File: src/hw/rtl/rmvs_pkg.sv
// ----------------------------------------------------------------------------
// rmvs_pkg
// Shared types and constants of the running mean / variance / std dev unit.
// ----------------------------------------------------------------------------
package rmvs_pkg;

    localparam int SAMPLE_BITS_DEF = 16;
    localparam int COUNT_BITS_DEF  = 16;
    localparam int MEAN_W          = 32;
    localparam int SUM_W           = 64;
    localparam int VAR_W           = 48;
    localparam int SD_W            = 24;
    localparam int CNT_OUT_W       = 16;

    typedef enum logic [0:0] {
        ACT_APPEND  = 1'b0,
        ACT_RESTART = 1'b1
    } t_action;

    // command kinds handed from the front to the back
    typedef enum logic [1:0] {
        CMD_RESTART = 2'd0,
        CMD_FIRST   = 2'd1,
        CMD_UPDATE  = 2'd2,
        CMD_FULL    = 2'd3
    } t_cmd;

    typedef enum logic [3:0] {
        ST_IDLE,
        ST_DIV1,
        ST_SETUP,
        ST_MUL,
        ST_ACC,
        ST_VAR,
        ST_DIV2,
        ST_SQRT,
        ST_OUT
    } t_state;

endpackage

File: src/hw/rtl/rmvs_front.sv
// ----------------------------------------------------------------------------
// rmvs_front
// Accepts input items, tracks the sample count and classifies each item into
// a command for the back end; holds a two-entry command queue.
// ----------------------------------------------------------------------------
module rmvs_front import rmvs_pkg::*; #(
    parameter int SAMPLE_BITS = SAMPLE_BITS_DEF,
    parameter int COUNT_BITS  = COUNT_BITS_DEF
) (
    input  logic                   i_clk,
    input  logic                   i_rst_n,
    input  logic                   i_valid,
    output logic                   o_ready,
    input  logic                   i_action,
    input  logic [15:0]            i_sample,
    output logic                   o_cmd_valid,
    input  logic                   i_cmd_ready,
    output t_cmd                   o_cmd,
    output logic signed [SAMPLE_BITS-1:0] o_cmd_sample,
    output logic [COUNT_BITS-1:0]  o_cmd_count
);

    localparam logic [COUNT_BITS-1:0] CountMax = '1;
    localparam int QW = 2 + SAMPLE_BITS + COUNT_BITS;

    logic [COUNT_BITS-1:0] r_count, n_count;
    logic [QW-1:0]         r_q [2];
    logic [1:0]            r_fill;
    logic                  r_rd, r_wr;
    logic                  push, pop;
    t_cmd                  cls;
    logic signed [SAMPLE_BITS-1:0] smp;

    // widths below 16 bits keep the low bits, wider widths sign-extend the port
    assign smp = SAMPLE_BITS'($signed(i_sample));

    always_comb begin
        n_count = r_count;
        if (i_action == ACT_RESTART) begin
            cls = CMD_RESTART;
            n_count = '0;
        end else if (r_count == CountMax) begin
            cls = CMD_FULL;
        end else if (r_count == '0) begin
            cls = CMD_FIRST;
            n_count = r_count + 1'b1;
        end else begin
            cls = CMD_UPDATE;
            n_count = r_count + 1'b1;
        end
    end

    assign o_ready     = (r_fill != 2'd2);
    assign push        = i_valid && o_ready;
    assign o_cmd_valid = (r_fill != 2'd0);
    assign pop         = o_cmd_valid && i_cmd_ready;
    assign {o_cmd, o_cmd_sample, o_cmd_count} = r_q[r_rd];

    always_ff @(posedge i_clk) begin
        if (!i_rst_n) begin
            r_count <= '0;
            r_fill  <= '0;
            r_rd    <= 1'b0;
            r_wr    <= 1'b0;
        end else begin
            if (push) begin
                r_count <= n_count;
                r_wr    <= ~r_wr;
            end
            if (pop) begin
                r_rd <= ~r_rd;
            end
            r_fill <= r_fill + {1'b0, push} - {1'b0, pop};
        end
    end

    always_ff @(posedge i_clk) begin
        if (push) begin
            r_q[r_wr] <= {cls, smp, n_count};
        end
    end

endmodule

File: src/hw/rtl/rmvs_divider.sv
// ----------------------------------------------------------------------------
// rmvs_divider
// Unsigned radix-2 restoring divider, one quotient bit per cycle.
// ----------------------------------------------------------------------------
module rmvs_divider import rmvs_pkg::*; #(
    parameter int NUM_W = 64,
    parameter int DEN_W = 16
) (
    input  logic             i_clk,
    input  logic             i_rst_n,
    input  logic             i_start,
    input  logic [NUM_W-1:0] i_num,
    input  logic [DEN_W-1:0] i_den,
    output logic             o_done,
    output logic [NUM_W-1:0] o_quot
);

    localparam int CW = $clog2(NUM_W + 1);

    logic [NUM_W-1:0] r_q;
    logic [DEN_W:0]   r_rem;
    logic [DEN_W-1:0] r_den;
    logic [CW-1:0]    r_cnt;
    logic             r_busy;
    logic [DEN_W:0]   trial;
    logic [DEN_W:0]   sh;

    assign sh     = {r_rem[DEN_W-1:0], r_q[NUM_W-1]};
    assign trial  = sh - {1'b0, r_den};
    assign o_quot = r_q;
    assign o_done = r_busy && (r_cnt == '0);

    always_ff @(posedge i_clk) begin
        if (!i_rst_n) begin
            r_busy <= 1'b0;
            r_cnt  <= '0;
        end else if (i_start) begin
            r_busy <= 1'b1;
            r_cnt  <= CW'(NUM_W);
        end else if (r_busy) begin
            if (r_cnt == '0) begin
                r_busy <= 1'b0;
            end else begin
                r_cnt <= r_cnt - 1'b1;
            end
        end
    end

    always_ff @(posedge i_clk) begin
        if (i_start) begin
            r_q   <= i_num;
            r_rem <= '0;
            r_den <= i_den;
        end else if (r_busy && r_cnt != '0) begin
            if (!trial[DEN_W]) begin
                r_rem <= trial;
                r_q   <= {r_q[NUM_W-2:0], 1'b1};
            end else begin
                r_rem <= sh;
                r_q   <= {r_q[NUM_W-2:0], 1'b0};
            end
        end
    end

endmodule

File: src/hw/rtl/rmvs_back.sv
// ----------------------------------------------------------------------------
// rmvs_back
// Carries out the commands: on updates, mean update by division, deviation product,
// sum update; variance division (two samples or more) and square root; holds the result.
// ----------------------------------------------------------------------------
module rmvs_back import rmvs_pkg::*; #(
    parameter int SAMPLE_BITS = SAMPLE_BITS_DEF,
    parameter int COUNT_BITS  = COUNT_BITS_DEF
) (
    input  logic                   i_clk,
    input  logic                   i_rst_n,
    input  logic                   i_cmd_valid,
    output logic                   o_cmd_ready,
    input  t_cmd                   i_cmd,
    input  logic signed [SAMPLE_BITS-1:0] i_cmd_sample,
    input  logic [COUNT_BITS-1:0]  i_cmd_count,
    output logic                   o_valid,
    input  logic                   i_ready,
    output logic [MEAN_W-1:0]      o_mean_value,
    output logic [VAR_W-1:0]       o_variance_value,
    output logic [SD_W-1:0]        o_std_dev_value,
    output logic [CNT_OUT_W-1:0]   o_samples_seen,
    output logic                   o_count_saturated
);

    localparam int XW = SAMPLE_BITS + 16;                       // sample in Q.16
    localparam int DW = ((XW > MEAN_W) ? XW : MEAN_W) + 2;      // deviation width
    localparam int HW = (DW + 1) / 2;                           // multiplier half
    localparam int PW = 4 * HW;                                 // product width
    localparam logic signed [DW-1:0] MeanMax = DW'(64'sh7FFF_FFFF);
    localparam logic signed [DW-1:0] MeanMin = -DW'(64'sh8000_0000);

    t_state r_state, n_state;

    logic signed [MEAN_W-1:0] r_mean;
    logic [SUM_W-1:0]         r_sum;
    logic [COUNT_BITS-1:0]    r_cnt;
    logic                     r_flag;
    logic signed [DW-1:0]     r_x, r_dold, r_dnew;
    logic [2*HW-1:0]          r_ma, r_mb;
    logic [PW-1:0]            r_prod;
    logic [1:0]               r_pidx;
    logic [VAR_W-1:0]         r_vsat;
    logic [VAR_W-1:0]         r_sval;
    logic [SD_W+2:0]          r_srem;
    logic [SD_W-1:0]          r_root;
    logic [4:0]               r_sstep;
    logic                     r_valid;
    logic [MEAN_W-1:0]        r_res_mean;
    logic [VAR_W-1:0]         r_res_var;
    logic [SD_W-1:0]          r_res_sd;
    logic [CNT_OUT_W-1:0]     r_res_cnt;
    logic                     r_res_sat;

    logic                     accept;
    logic                     var_low;
    logic                     sq_load;
    logic signed [DW-1:0]     x_in, d_in, d_now;
    logic [DW-1:0]            d_in_mag, dold_mag, dnow_mag;
    logic                     div_start, div_done;
    logic [SUM_W-1:0]         div_num, div_quot;
    logic [COUNT_BITS-1:0]    div_den;
    logic signed [DW-1:0]     step_s, new_mean;
    logic [HW-1:0]            ha, hb;
    logic [2*HW-1:0]          pp;
    logic [PW-1:0]            pp_sh;
    logic [SUM_W-1:0]         p_shr;
    logic [SUM_W:0]           padd;
    logic [VAR_W-1:0]         var_sat;
    logic [SD_W+2:0]          srem_sh, sq_trial;

    rmvs_divider #(.NUM_W(SUM_W), .DEN_W(COUNT_BITS)) u_div (
        .i_clk   (i_clk),
        .i_rst_n (i_rst_n),
        .i_start (div_start),
        .i_num   (div_num),
        .i_den   (div_den),
        .o_done  (div_done),
        .o_quot  (div_quot)
    );

    assign o_cmd_ready = (r_state == ST_IDLE) && !r_valid;
    assign accept      = i_cmd_valid && o_cmd_ready;
    assign var_low     = (r_cnt < COUNT_BITS'(2));

    assign x_in     = DW'($signed({i_cmd_sample, 16'b0}));
    assign d_in     = x_in - DW'(r_mean);
    assign d_in_mag = d_in[DW-1] ? DW'(-d_in) : DW'(d_in);
    assign d_now    = r_x - DW'(r_mean);
    assign dold_mag = r_dold[DW-1] ? DW'(-r_dold) : DW'(r_dold);
    assign dnow_mag = d_now[DW-1] ? DW'(-d_now) : DW'(d_now);

    // truncation toward zero: divide the magnitude, then restore the sign
    assign step_s   = r_dold[DW-1] ? -$signed(div_quot[DW-1:0])
                                   : $signed(div_quot[DW-1:0]);
    assign new_mean = DW'(r_mean) + step_s;

    assign ha = r_pidx[1] ? r_ma[2*HW-1:HW] : r_ma[HW-1:0];
    assign hb = r_pidx[0] ? r_mb[2*HW-1:HW] : r_mb[HW-1:0];
    assign pp = ha * hb;

    always_comb begin
        unique case (r_pidx)
            2'd0:    pp_sh = PW'(pp);
            2'd1:    pp_sh = PW'(pp) << HW;
            2'd2:    pp_sh = PW'(pp) << HW;
            default: pp_sh = PW'(pp) << (2 * HW);
        endcase
    end

    always_comb begin
        p_shr = SUM_W'(r_prod >> 16);
        if ((r_prod >> (SUM_W + 16)) != '0) p_shr = '1;
    end

    assign padd    = {1'b0, r_sum} + {1'b0, p_shr};
    assign var_sat = ((div_quot >> VAR_W) != '0) ? '1 : div_quot[VAR_W-1:0];
    assign sq_load = (r_state == ST_VAR && var_low) || (r_state == ST_DIV2 && div_done);

    assign srem_sh  = {r_srem[SD_W:0], r_sval[VAR_W-1 -: 2]};
    assign sq_trial = {1'b0, r_root, 2'b01};

    always_comb begin
        n_state = r_state;
        unique case (r_state)
            ST_IDLE: begin
                if (accept) n_state = (i_cmd == CMD_UPDATE) ? ST_DIV1 : ST_VAR;
            end
            ST_DIV1:  if (div_done) n_state = ST_SETUP;
            ST_SETUP: n_state = ST_MUL;
            ST_MUL:   if (r_pidx == 2'd3) n_state = ST_ACC;
            ST_ACC:   n_state = ST_VAR;
            ST_VAR:   n_state = var_low ? ST_SQRT : ST_DIV2;
            ST_DIV2:  if (div_done) n_state = ST_SQRT;
            ST_SQRT:  if (r_sstep == 5'd1) n_state = ST_OUT;
            ST_OUT:   n_state = ST_IDLE;
            default:  n_state = ST_IDLE;
        endcase
    end

    // divider operand selection and start pulses
    always_comb begin
        div_start = 1'b0;
        div_num   = r_sum;
        div_den   = r_cnt - 1'b1;
        if (accept && i_cmd == CMD_UPDATE) begin
            div_start = 1'b1;
            div_num   = SUM_W'(d_in_mag);
            div_den   = i_cmd_count;
        end else if (r_state == ST_VAR && !var_low) begin
            div_start = 1'b1;
        end
    end

    always_ff @(posedge i_clk) begin
        if (!i_rst_n) begin
            r_state <= ST_IDLE;
            r_valid <= 1'b0;
            r_cnt   <= '0;
            r_mean  <= '0;
            r_sum   <= '0;
            r_flag  <= 1'b0;
        end else begin
            r_state <= n_state;
            if (r_state == ST_OUT) begin
                r_valid <= 1'b1;
            end else if (r_valid && i_ready) begin
                r_valid <= 1'b0;
            end
            if (accept) begin
                r_flag <= (i_cmd == CMD_FULL);
                unique case (i_cmd)
                    CMD_RESTART: begin
                        r_cnt  <= '0;
                        r_mean <= '0;
                        r_sum  <= '0;
                    end
                    CMD_FIRST: begin
                        r_cnt <= i_cmd_count;
                        r_sum <= '0;
                        if (x_in > MeanMax) r_mean <= MeanMax[MEAN_W-1:0];
                        else if (x_in < MeanMin) r_mean <= MeanMin[MEAN_W-1:0];
                        else r_mean <= x_in[MEAN_W-1:0];
                    end
                    CMD_UPDATE: r_cnt <= i_cmd_count;
                    default: begin
                    end
                endcase
            end
            if (r_state == ST_DIV1 && div_done) begin
                if (new_mean > MeanMax) r_mean <= MeanMax[MEAN_W-1:0];
                else if (new_mean < MeanMin) r_mean <= MeanMin[MEAN_W-1:0];
                else r_mean <= new_mean[MEAN_W-1:0];
            end
            if (r_state == ST_ACC) begin
                if (r_dold != '0 && r_dnew != '0 && (r_dold[DW-1] != r_dnew[DW-1]))
                    r_sum <= (r_sum > p_shr) ? r_sum - p_shr : '0;
                else
                    r_sum <= padd[SUM_W] ? '1 : padd[SUM_W-1:0];
            end
        end
    end

    // datapath registers
    always_ff @(posedge i_clk) begin
        if (accept) begin
            r_x    <= x_in;
            r_dold <= d_in;
        end
        if (r_state == ST_SETUP) begin
            r_dnew <= d_now;
            r_ma   <= (2*HW)'(dold_mag);
            r_mb   <= (2*HW)'(dnow_mag);
            r_prod <= '0;
            r_pidx <= 2'd0;
        end
        if (r_state == ST_MUL) begin
            r_prod <= r_prod + pp_sh;
            r_pidx <= r_pidx + 1'b1;
        end
        if (sq_load) begin
            r_vsat  <= var_low ? '0 : var_sat;
            r_sval  <= var_low ? '0 : var_sat;
            r_srem  <= '0;
            r_root  <= '0;
            r_sstep <= 5'(SD_W);
        end
        if (r_state == ST_SQRT) begin
            r_sstep <= r_sstep - 1'b1;
            r_sval  <= r_sval << 2;
            if (srem_sh >= sq_trial) begin
                r_srem <= srem_sh - sq_trial;
                r_root <= {r_root[SD_W-2:0], 1'b1};
            end else begin
                r_srem <= srem_sh;
                r_root <= {r_root[SD_W-2:0], 1'b0};
            end
        end
        if (r_state == ST_OUT) begin
            r_res_mean <= r_mean;
            r_res_var  <= r_vsat;
            r_res_sd   <= r_root;
            r_res_cnt  <= CNT_OUT_W'(r_cnt);
            r_res_sat  <= r_flag;
        end
    end

    assign o_valid           = r_valid;
    assign o_mean_value      = r_res_mean;
    assign o_variance_value  = r_res_var;
    assign o_std_dev_value   = r_res_sd;
    assign o_samples_seen    = r_res_cnt;
    assign o_count_saturated = r_res_sat;

endmodule

File: src/hw/rtl/running_mean_variance_stddev_unit.sv
// ----------------------------------------------------------------------------
// running_mean_variance_stddev_unit
// Welford running mean, sample variance and standard deviation.
//
//   channel | direction | signals
//   input   | in        | i_valid / o_ready, i_action, i_sample
//   result  | out       | o_valid / i_ready, o_mean_value .. o_count_saturated
//
// an appended sample takes the back through the mean step division, the
// deviation product and sum update, the sum / (n-1) division, 24 root steps
// and the result load; both divisions use the shared 64-bit radix-2 divider
// restart/first samples go to root steps; full counts to the variance division
// the back takes its next command at the edge after its result is transferred
// two-entry command queue buffers items; reset clears counts and control state
// ----------------------------------------------------------------------------
module running_mean_variance_stddev_unit import rmvs_pkg::*; #(
    parameter int SAMPLE_BITS = SAMPLE_BITS_DEF,
    parameter int COUNT_BITS  = COUNT_BITS_DEF
) (
    input  logic                 i_clk,
    input  logic                 i_rst_n,
    input  logic                 i_valid,
    output logic                 o_ready,
    input  logic                 i_action,
    input  logic [15:0]          i_sample,
    output logic                 o_valid,
    input  logic                 i_ready,
    output logic [MEAN_W-1:0]    o_mean_value,
    output logic [VAR_W-1:0]     o_variance_value,
    output logic [SD_W-1:0]      o_std_dev_value,
    output logic [CNT_OUT_W-1:0] o_samples_seen,
    output logic                 o_count_saturated
);

    logic                          cmd_valid, cmd_ready;
    t_cmd                          cmd;
    logic signed [SAMPLE_BITS-1:0] cmd_sample;
    logic [COUNT_BITS-1:0]         cmd_count;

    rmvs_front #(.SAMPLE_BITS(SAMPLE_BITS), .COUNT_BITS(COUNT_BITS)) u_front (
        .i_clk        (i_clk),
        .i_rst_n      (i_rst_n),
        .i_valid      (i_valid),
        .o_ready      (o_ready),
        .i_action     (i_action),
        .i_sample     (i_sample),
        .o_cmd_valid  (cmd_valid),
        .i_cmd_ready  (cmd_ready),
        .o_cmd        (cmd),
        .o_cmd_sample (cmd_sample),
        .o_cmd_count  (cmd_count)
    );

    rmvs_back #(.SAMPLE_BITS(SAMPLE_BITS), .COUNT_BITS(COUNT_BITS)) u_back (
        .i_clk             (i_clk),
        .i_rst_n           (i_rst_n),
        .i_cmd_valid       (cmd_valid),
        .o_cmd_ready       (cmd_ready),
        .i_cmd             (cmd),
        .i_cmd_sample      (cmd_sample),
        .i_cmd_count       (cmd_count),
        .o_valid           (o_valid),
        .i_ready           (i_ready),
        .o_mean_value      (o_mean_value),
        .o_variance_value  (o_variance_value),
        .o_std_dev_value   (o_std_dev_value),
        .o_samples_seen    (o_samples_seen),
        .o_count_saturated (o_count_saturated)
    );

endmodule

File: config.mk
export PLATFORM = sky130hd
export DESIGN_NAME = running_mean_variance_stddev_unit
export DESIGN_NICKNAME = d
export VERILOG_FILES = /design/src/hw/rtl/rmvs_pkg.sv /design/src/hw/rtl/rmvs_front.sv /design/src/hw/rtl/rmvs_divider.sv /design/src/hw/rtl/rmvs_back.sv /design/src/hw/rtl/running_mean_variance_stddev_unit.sv
export SDC_FILE = /design/constraint.sdc
export NUM_CORES = 2
export LEC_CHECK = 0
export CORE_MARGIN = 2
export CORE_UTILIZATION = 30
export DETAILED_ROUTE_END_ITERATION = 12
export DONT_BUFFER_PORTS = 1
export GPL_TIMING_DRIVEN = 0
export PLACE_DENSITY_LB_ADDON = 0.3
export REMOVE_ABC_BUFFERS = 1
export SYNTH_ARGS = -nofsm -noshare
export SYNTH_HDL_FRONTEND = slang
export SYNTH_HIERARCHICAL = 1
export SYNTH_SLANG_ARGS = --single-unit
export TNS_END_PERCENT = 100
File: constraint.sdc
create_clock -name i_clk -period 19.1 [get_ports i_clk]
set_clock_uncertainty 0.1 [all_clocks]
set_input_delay 0.955 -clock i_clk [delete_from_list [all_inputs] [get_ports i_clk]]
set_output_delay 0.955 -clock i_clk [all_outputs]
set_load 0.01 [all_outputs]
Word level (Yosys, flattened, before mapping)
Memory sizes are Yosys's and may differ from the RTL's. A register that Yosys moved wholly into a read port is not among the register bits.
Index checks and enable logic that the tools add are counted.
Operators by class
  add/subtract/negate cells: 19
  multipliers: 1
  divide/modulo/power cells: 0
  $lt $le $gt $ge: 7
  equality and inequality tests: 24
  shifts and indexed selects: 0
  mux-type cells: 70
  bitwise gates (word level): 4
  reduce and logical (&&, ||, !) cells: 46
Operator list (number)
  64-bit 2-to-1 mux: 9
  32-bit 2-to-1 mux: 6
  48-bit 2-to-1 mux: 4
  68-bit 2-to-1 mux: 2
  68-bit case mux with 2 select lines: 1
  34-bit negation: 3
  25-bit 2-to-1 mux: 3
  68-bit adder: 1
  34-bit 2-to-1 mux: 2
  34-bit nonzero test: 2
  33-bit 2-to-1 mux: 2
  32-bit by 32-bit subtractor with 33-bit output: 2
  64-bit by 52-bit adder with 65-bit output: 1
  64-bit by 52-bit greater-than comparator with 1-bit output: 1
  16-bit 2-to-1 mux: 4
  32-bit case mux with 2 select lines: 1
  64-bit nonzero test: 1
  64-bit by 52-bit subtractor with 64-bit output: 1
  24-bit 2-to-1 mux: 2
  32-bit by 34-bit adder with 34-bit output: 1
  34-bit by 32-bit greater-than comparator with 1-bit output (second input constant): 1
  34-bit by 32-bit < comparator with 1-bit output (second input constant): 1
  17-bit by 17-bit multiplier with 34-bit output: 1
  17-bit 2-to-1 mux: 2
  47 further kinds: 117
Word-level totals
  register bits: 734
  bits in latches: 0
  bits in writable memories: 68
  bits in read-only memories: 0
  input bits: 21
  output and inout bits: 123
  word-level logic and storage cells: 208
  memories kept: 1
Memories
  u_front.r_q: words 2, width 34, rd ports 1, clocked after memory_dff 1, write ports 1, RTL line rmvs_front.sv:27  | logic [QW-1:0] r_q [2];

Logic depth before layout (Yosys ltp)
  depth in word-level cells: 7
  mapped depth: 43

Modules after synthesis
Netlist, hierarchy kept.
By module, submodules not included
  rmvs_back: instances 1, cells each 5466, area each 49889.1 µm²
  rmvs_divider: instances 1, cells each 400, area each 5112.4 µm²
  rmvs_front: instances 1, cells each 309, area each 4055.1 µm²

Least setup slack after synthesis
OpenSTA, ideal clock, no wires.
  path kind: register to register
  start: reg u_back.r_state[0]
  end: reg u_back.r_res_sat (netlist: u_back/o_count_saturated) (enable)
  setup time: 0.945 ns
  data arrival time: 13.106 ns
  data required time: 18.055 ns
  slack: 4.949 ns
  cell stages (with the launch flop): 4
  clock period less this slack: 14.151 ns
  cell sequence: dfxtp_1 clkbuf_1 clkbuf_1 nor4b_1
On the way
  cells in the longest elaborated chain, start to end: 1
Ends and longest elaborated chain
  from (decl): RTL line rmvs_back.sv:33  | t_state r_state, n_state;
  from (signal assigned): RTL line rmvs_back.sv:164  | r_state <= n_state;
  4-bit == test: RTL line rmvs_back.sv:239  | if (r_state == ST_OUT) begin
  to (signal assigned): RTL line rmvs_back.sv:244  | r_res_sat <= r_flag;
  to (decl): RTL line rmvs_back.sv:53  | logic r_res_sat;
Every way passes these cells.
A chain may end at the register's enable or synchronous reset.

Worst setup path in the final report
  start: reg u_back.r_pidx[1]
  end: reg u_back.r_prod[67], data pin
On the way
  cells in the longest elaborated chain, start to end: 5
Ends and longest elaborated chain
  from (decl): RTL line rmvs_back.sv:42  | logic [1:0] r_pidx;
  from (signal assigned): RTL line rmvs_back.sv:219  | r_pidx <= r_pidx + 1'b1;
  17-bit 2-to-1 mux (tied with other cells): RTL line rmvs_back.sv:98  | assign ha = r_pidx[1] ? r_ma[2*HW-1:HW] : r_ma[HW-1:0];
  17-bit by 17-bit multiplier with 34-bit output or 2-bit OR reduction (tied branches)
  68-bit case mux with 2 select lines *: RTL line rmvs_back.sv:103  | unique case (r_pidx)
  68-bit adder *: RTL line rmvs_back.sv:218  | r_prod <= r_prod + pp_sh;
  68-bit 2-to-1 mux *: RTL line rmvs_back.sv:217  | if (r_state == ST_MUL) begin
  to (signal assigned): RTL line rmvs_back.sv:218
  to (decl): RTL line rmvs_back.sv:41  | logic [PW-1:0] r_prod;
Mark *: on every way between the ends. The rest lies on a longest branch, timed or not.

==> results summary <==
The transition time at the pin with the least slew margin is 1430 ps. The total DRC errors in the routed layout came out at 0. The H-tree depth reported by CTS is 3.

TritonCTS built the clock tree. At the end of routability-driven placement, the weighted congestion stood at 0.904. The number of enable-type register cells in the synthesized netlist is 636. The die footprint is 200000 µm². The worst endpoint data arrival time came out at 13300 ps. The share of layout cells above drive strength 1 is 7.28%. The quantity of hold-fixing buffers added after cts came out at 0.

The DRC marker count from the first detailed-route iteration came out at 4210. After synthesis, the netlist uses 103 different library cells. The estimated wirelength of the detail-placed design is 139000 µm. Counting instances in the post-synthesis netlist gives the leading cell types as 678 x sky130_fd_sc_hd__nor2_1, 636 x sky130_fd_sc_hd__edfxtp_1, 551 x sky130_fd_sc_hd__inv_1, 521 x sky130_fd_sc_hd__nand2_1, 462 x sky130_fd_sc_hd__a21oi_1.

The die is 448 µm wide. The count of non-filler cells in the finished layout is 8765. The share of the yosys chip area belonging to registers came out at 37.9%.

The tool flagged a number of max-cap violations equal to 0. The average footprint of a synthesized cell came out at 9.56 µm². The total of buffers placed on input and output ports came out at 0.

The pin count of the biggest net entering global routing is 93. The time the worst path needs with I/O delays and setup came out at 12870 ps. The I/O pin count is 144. Static timing analysis puts the maximum clock frequency at 77.7 MHz.

The largest stage delay on the critical path is 1100 ps. Of the available clock period, the critical path in the final layout requires 67.4%. The worst setup path is launched from a flip-flop. The final number of setup-violating endpoints came out at 0. The number of antenna violations at the first check in global routing is 3. The worst hold path begins at i_sample[4]. The critical path is of the flip-flop to flip-flop type. The initial standard-cell utilization of the core came out at 30.3%. The number of pins with negative max-slew slack in the final report was 0. The first-pass iteration count of the detailed router is 5. The worst-case clock buffer depth is 3. The dominant synthesized flop cell is sky130_fd_sc_hd__edfxtp_1.

The count of nets left with antenna violations after detail routing came out at 0. The post-CTS repair timing setup buffer count came out at 0. The floorplan row count is 162.

The cell with the largest stage delay on the worst path is sky130_fd_sc_hd__mux2i_1. The most critical setup path has its startpoint at u_back/r_pidx[1]$_SDFFCE_PN0P_. The final wirelength came out at 182000 µm.

During synthesis, Yosys emitted a total of 6 warnings. The total number of nets in the final design came out at 6719. The relative slew slack is 2.03%. The layout-stage area growth over the synthesis result came out at 11.1%. The number of instances in the synthesized netlist came out at 6175. Clock-pin slew was measured on the worst setup and hold paths at 60 ps. The number of cells upsized or downsized after cts came out at 0. Dividing the detail-routed wire length by the instance count gives 20.8 µm.

The height of the chip came out at 448 µm. The biggest area contributor in the post-synthesis netlist is sky130_fd_sc_hd__edfxtp_1. The total routing usage reported by global routing is 17.8%. The number of placed instances with taps included came out at 8599. The via density per instance came out at 5.29. After synthesis the cells add up to 59100 µm². The fraction of synthesis flops using an asynchronous set or reset pin came out at 0%. The worst register-to-register path begins at u_back/r_pidx[1]$_SDFFCE_PN0P_.

The area of the core region came out at 195000 µm². The latest clock arrival within the worst-skew pair came out at 710 ps. At the end of the flow the core is filled with cells to 33.6%.

The run finished with clean final reports. Counting stages on the worst path, the most repeated cell is sky130_fd_sc_hd__fa_1. The required time of the worst setup path is 19540 ps. The maximum fanout encountered on the critical timing path came out at 21. The sink count of the clock tree came out at 801. The synthesized design devotes to its leading area cell type 32.3% of total area. The number of clock buffers added by TritonCTS is 88. After global routing the overflow that remains totals 0. By area the synthesized netlist is led by sky130_fd_sc_hd__edfxtp_1 32%, sky130_fd_sc_hd__ha_1 8.6%, sky130_fd_sc_hd__fa_1 7.8%, sky130_fd_sc_hd__dfxtp_1 5.6%, sky130_fd_sc_hd__nor2_1 4.3%. Yosys instantiated no cell more often than sky130_fd_sc_hd__nor2_1. The post-synthesis sequential element count is 801. STA classifies the critical path endpoint as a flip-flop.

The via count of the first global-routing pass is 44.4k. The first-pass GRT wire length is 276000 µm. Setup repair after global routing left no endpoint under its margin. The min-delay analysis places its worst path in the category input pin to flip-flop. Detailed routing inserted a total of 46.3k vias.

CTS placed an instance of sky130_fd_sc_hd__clkbuf_16 at the clock tree root. The final count of hold timing violations is 0.
-- metrics by stage --
step / area, µm² / TNS, ps / hold slack (ps) / setup slack (ps)
after floorplan: 57900 / 0 / 300 / 5070
after global placement: 61200 / -457980 / 303 / -3330
after detailed placement: 62600 / 0 / 305 / 6550
after CTS: 65600 / 0 / 175 / 6520
after global routing: 65600 / 0 / 199 / 5750
final: 65600 / 0 / 240 / 6230
-- final timing paths --
kind	to	slack, ps	cells past startpoint
setup / recovery	u_back/r_prod[67]$_SDFFCE_PN0P_	6230	37
hold / removal	u_front/r_q[0][20]$_DFFE_PP_	240	0
setup reg to reg	u_back/r_prod[67]$_SDFFCE_PN0P_	6230	37
hold reg to reg	u_back/o_variance_value[35]$_DFFE_PP_	320	0
-- state kept, by name, indices dropped and copies added (netlist names), 7 cells and up, named ones only --
| register | count |
|---|---|
| u_back/r_srem | 25 |
| u_front/r_count | 16 |
| u_back/r_dold | 33 |
| u_back/r_cnt | 16 |
| u_back/r_vsat | 48 |
| u_back/o_variance_value | 48 |
| u_back/r_prod | 68 |
| u_back/u_div/r_rem | 16 |
| u_back/u_div/o_quot | 64 |
| u_back/o_mean_value | 32 |
| u_back/u_div/r_den | 16 |
| u_back/r_ma | 34 |
| u_back/u_div/r_cnt | 7 |
| u_back/r_sum | 64 |
| u_back/r_dnew | 33 |
| u_back/o_std_dev_value | 24 |
| u_front/r_q | 68 |
| u_back/r_mean | 32 |
| u_back/r_root | 24 |
| u_back/r_mb | 33 |
| u_back/r_sval | 48 |
| u_back/r_x | 16 |
| u_back/o_samples_seen | 16 |
-- final cells by class --
class | count | area, µm²
Clock inverter | 59 | 702
Multi-Input combinational cell | 4543 | 33600
Tap cell | 2624 | 3280
Timing Repair Buffer | 73 | 1190
Antenna cell | 1 | 2.50
Inverter | 558 | 2100
Sequential cell | 801 | 22400
Fill cell | 19873 | 130000
Clock buffer | 106 | 2300
-- worst max-delay path: cells and delay by family, from the launching register on --
family | cells | cell delay (ps)
flip-flops | 1 | 940
AND/OR/NAND/NOR | 4 | 920
buffers and inverters | 5 | 470
AO/OA/AOI/OAI | 16 | 4400
adder cells (fa/ha/maj) | 8 | 3960
multiplexers | 2 | 1330
XOR/XNOR | 2 | 530
-- layout by cell type (no fill, tap or decap), types with 47 or more instances in the layout --
cell type	synthesis	layout
sky130_fd_sc_hd__inv_1	551	550
sky130_fd_sc_hd__o21ai_0	291	291
sky130_fd_sc_hd__a221o_1	52	52
sky130_fd_sc_hd__xnor2_1	251	251
sky130_fd_sc_hd__nand3_1	73	72
sky130_fd_sc_hd__nor2_1	678	675
sky130_fd_sc_hd__nand2_1	521	518
sky130_fd_sc_hd__fa_1	229	229
sky130_fd_sc_hd__o21bai_1	49	49
sky130_fd_sc_hd__mux2_2	133	133
sky130_fd_sc_hd__a22o_1	89	89
sky130_fd_sc_hd__clkbuf_16	0	89
sky130_fd_sc_hd__o31ai_1	56	55
sky130_fd_sc_hd__nor3_1	106	102
sky130_fd_sc_hd__nand4_1	49	49
sky130_fd_sc_hd__edfxtp_1	636	636
sky130_fd_sc_hd__a21oi_1	462	459
sky130_fd_sc_hd__nand2b_1	58	58
sky130_fd_sc_hd__and2_1	69	69
sky130_fd_sc_hd__dfxtp_1	165	164
sky130_fd_sc_hd__a21o_1	137	136
sky130_fd_sc_hd__a211oi_1	47	47
sky130_fd_sc_hd__xor2_1	113	113
sky130_fd_sc_hd__ha_1	404	404
-- metal layers --
| layer | GRT usage, % | vias up | part of all wire [%] |
|---|---|---|---|
| li1 | - | 21766 | - |
| met1 | 24.9 | 22974 | 46 |
| met2 | 28.6 | 1379 | 46 |
| met3 | 2.27 | 224 | 5.7 |
| met4 | 4.74 | 0 | 2.6 |
| met5 | 0 | - | 0 |
-- logic make-up (layout without fill, tap and decap cells) --
family / after synthesis / after routing / synth area share [%]
AND/OR/NAND/NOR: 1832 / 1832 / 14.4
other: 1 / 3 / 0.00635
adder cells (fa/ha/maj): 633 / 633 / 16.3
XOR/XNOR: 366 / 366 / 5.45
buffers and inverters: 832 / 796 / 5.48
AO/OA/AOI/OAI: 1527 / 1527 / 17.1
flip-flops: 801 / 801 / 37.9
multiplexers: 183 / 183 / 3.38
Power is left out: the tool's default activity adds up to more than one toggle a clock period on the data nets, which glitch-free logic cannot reach.
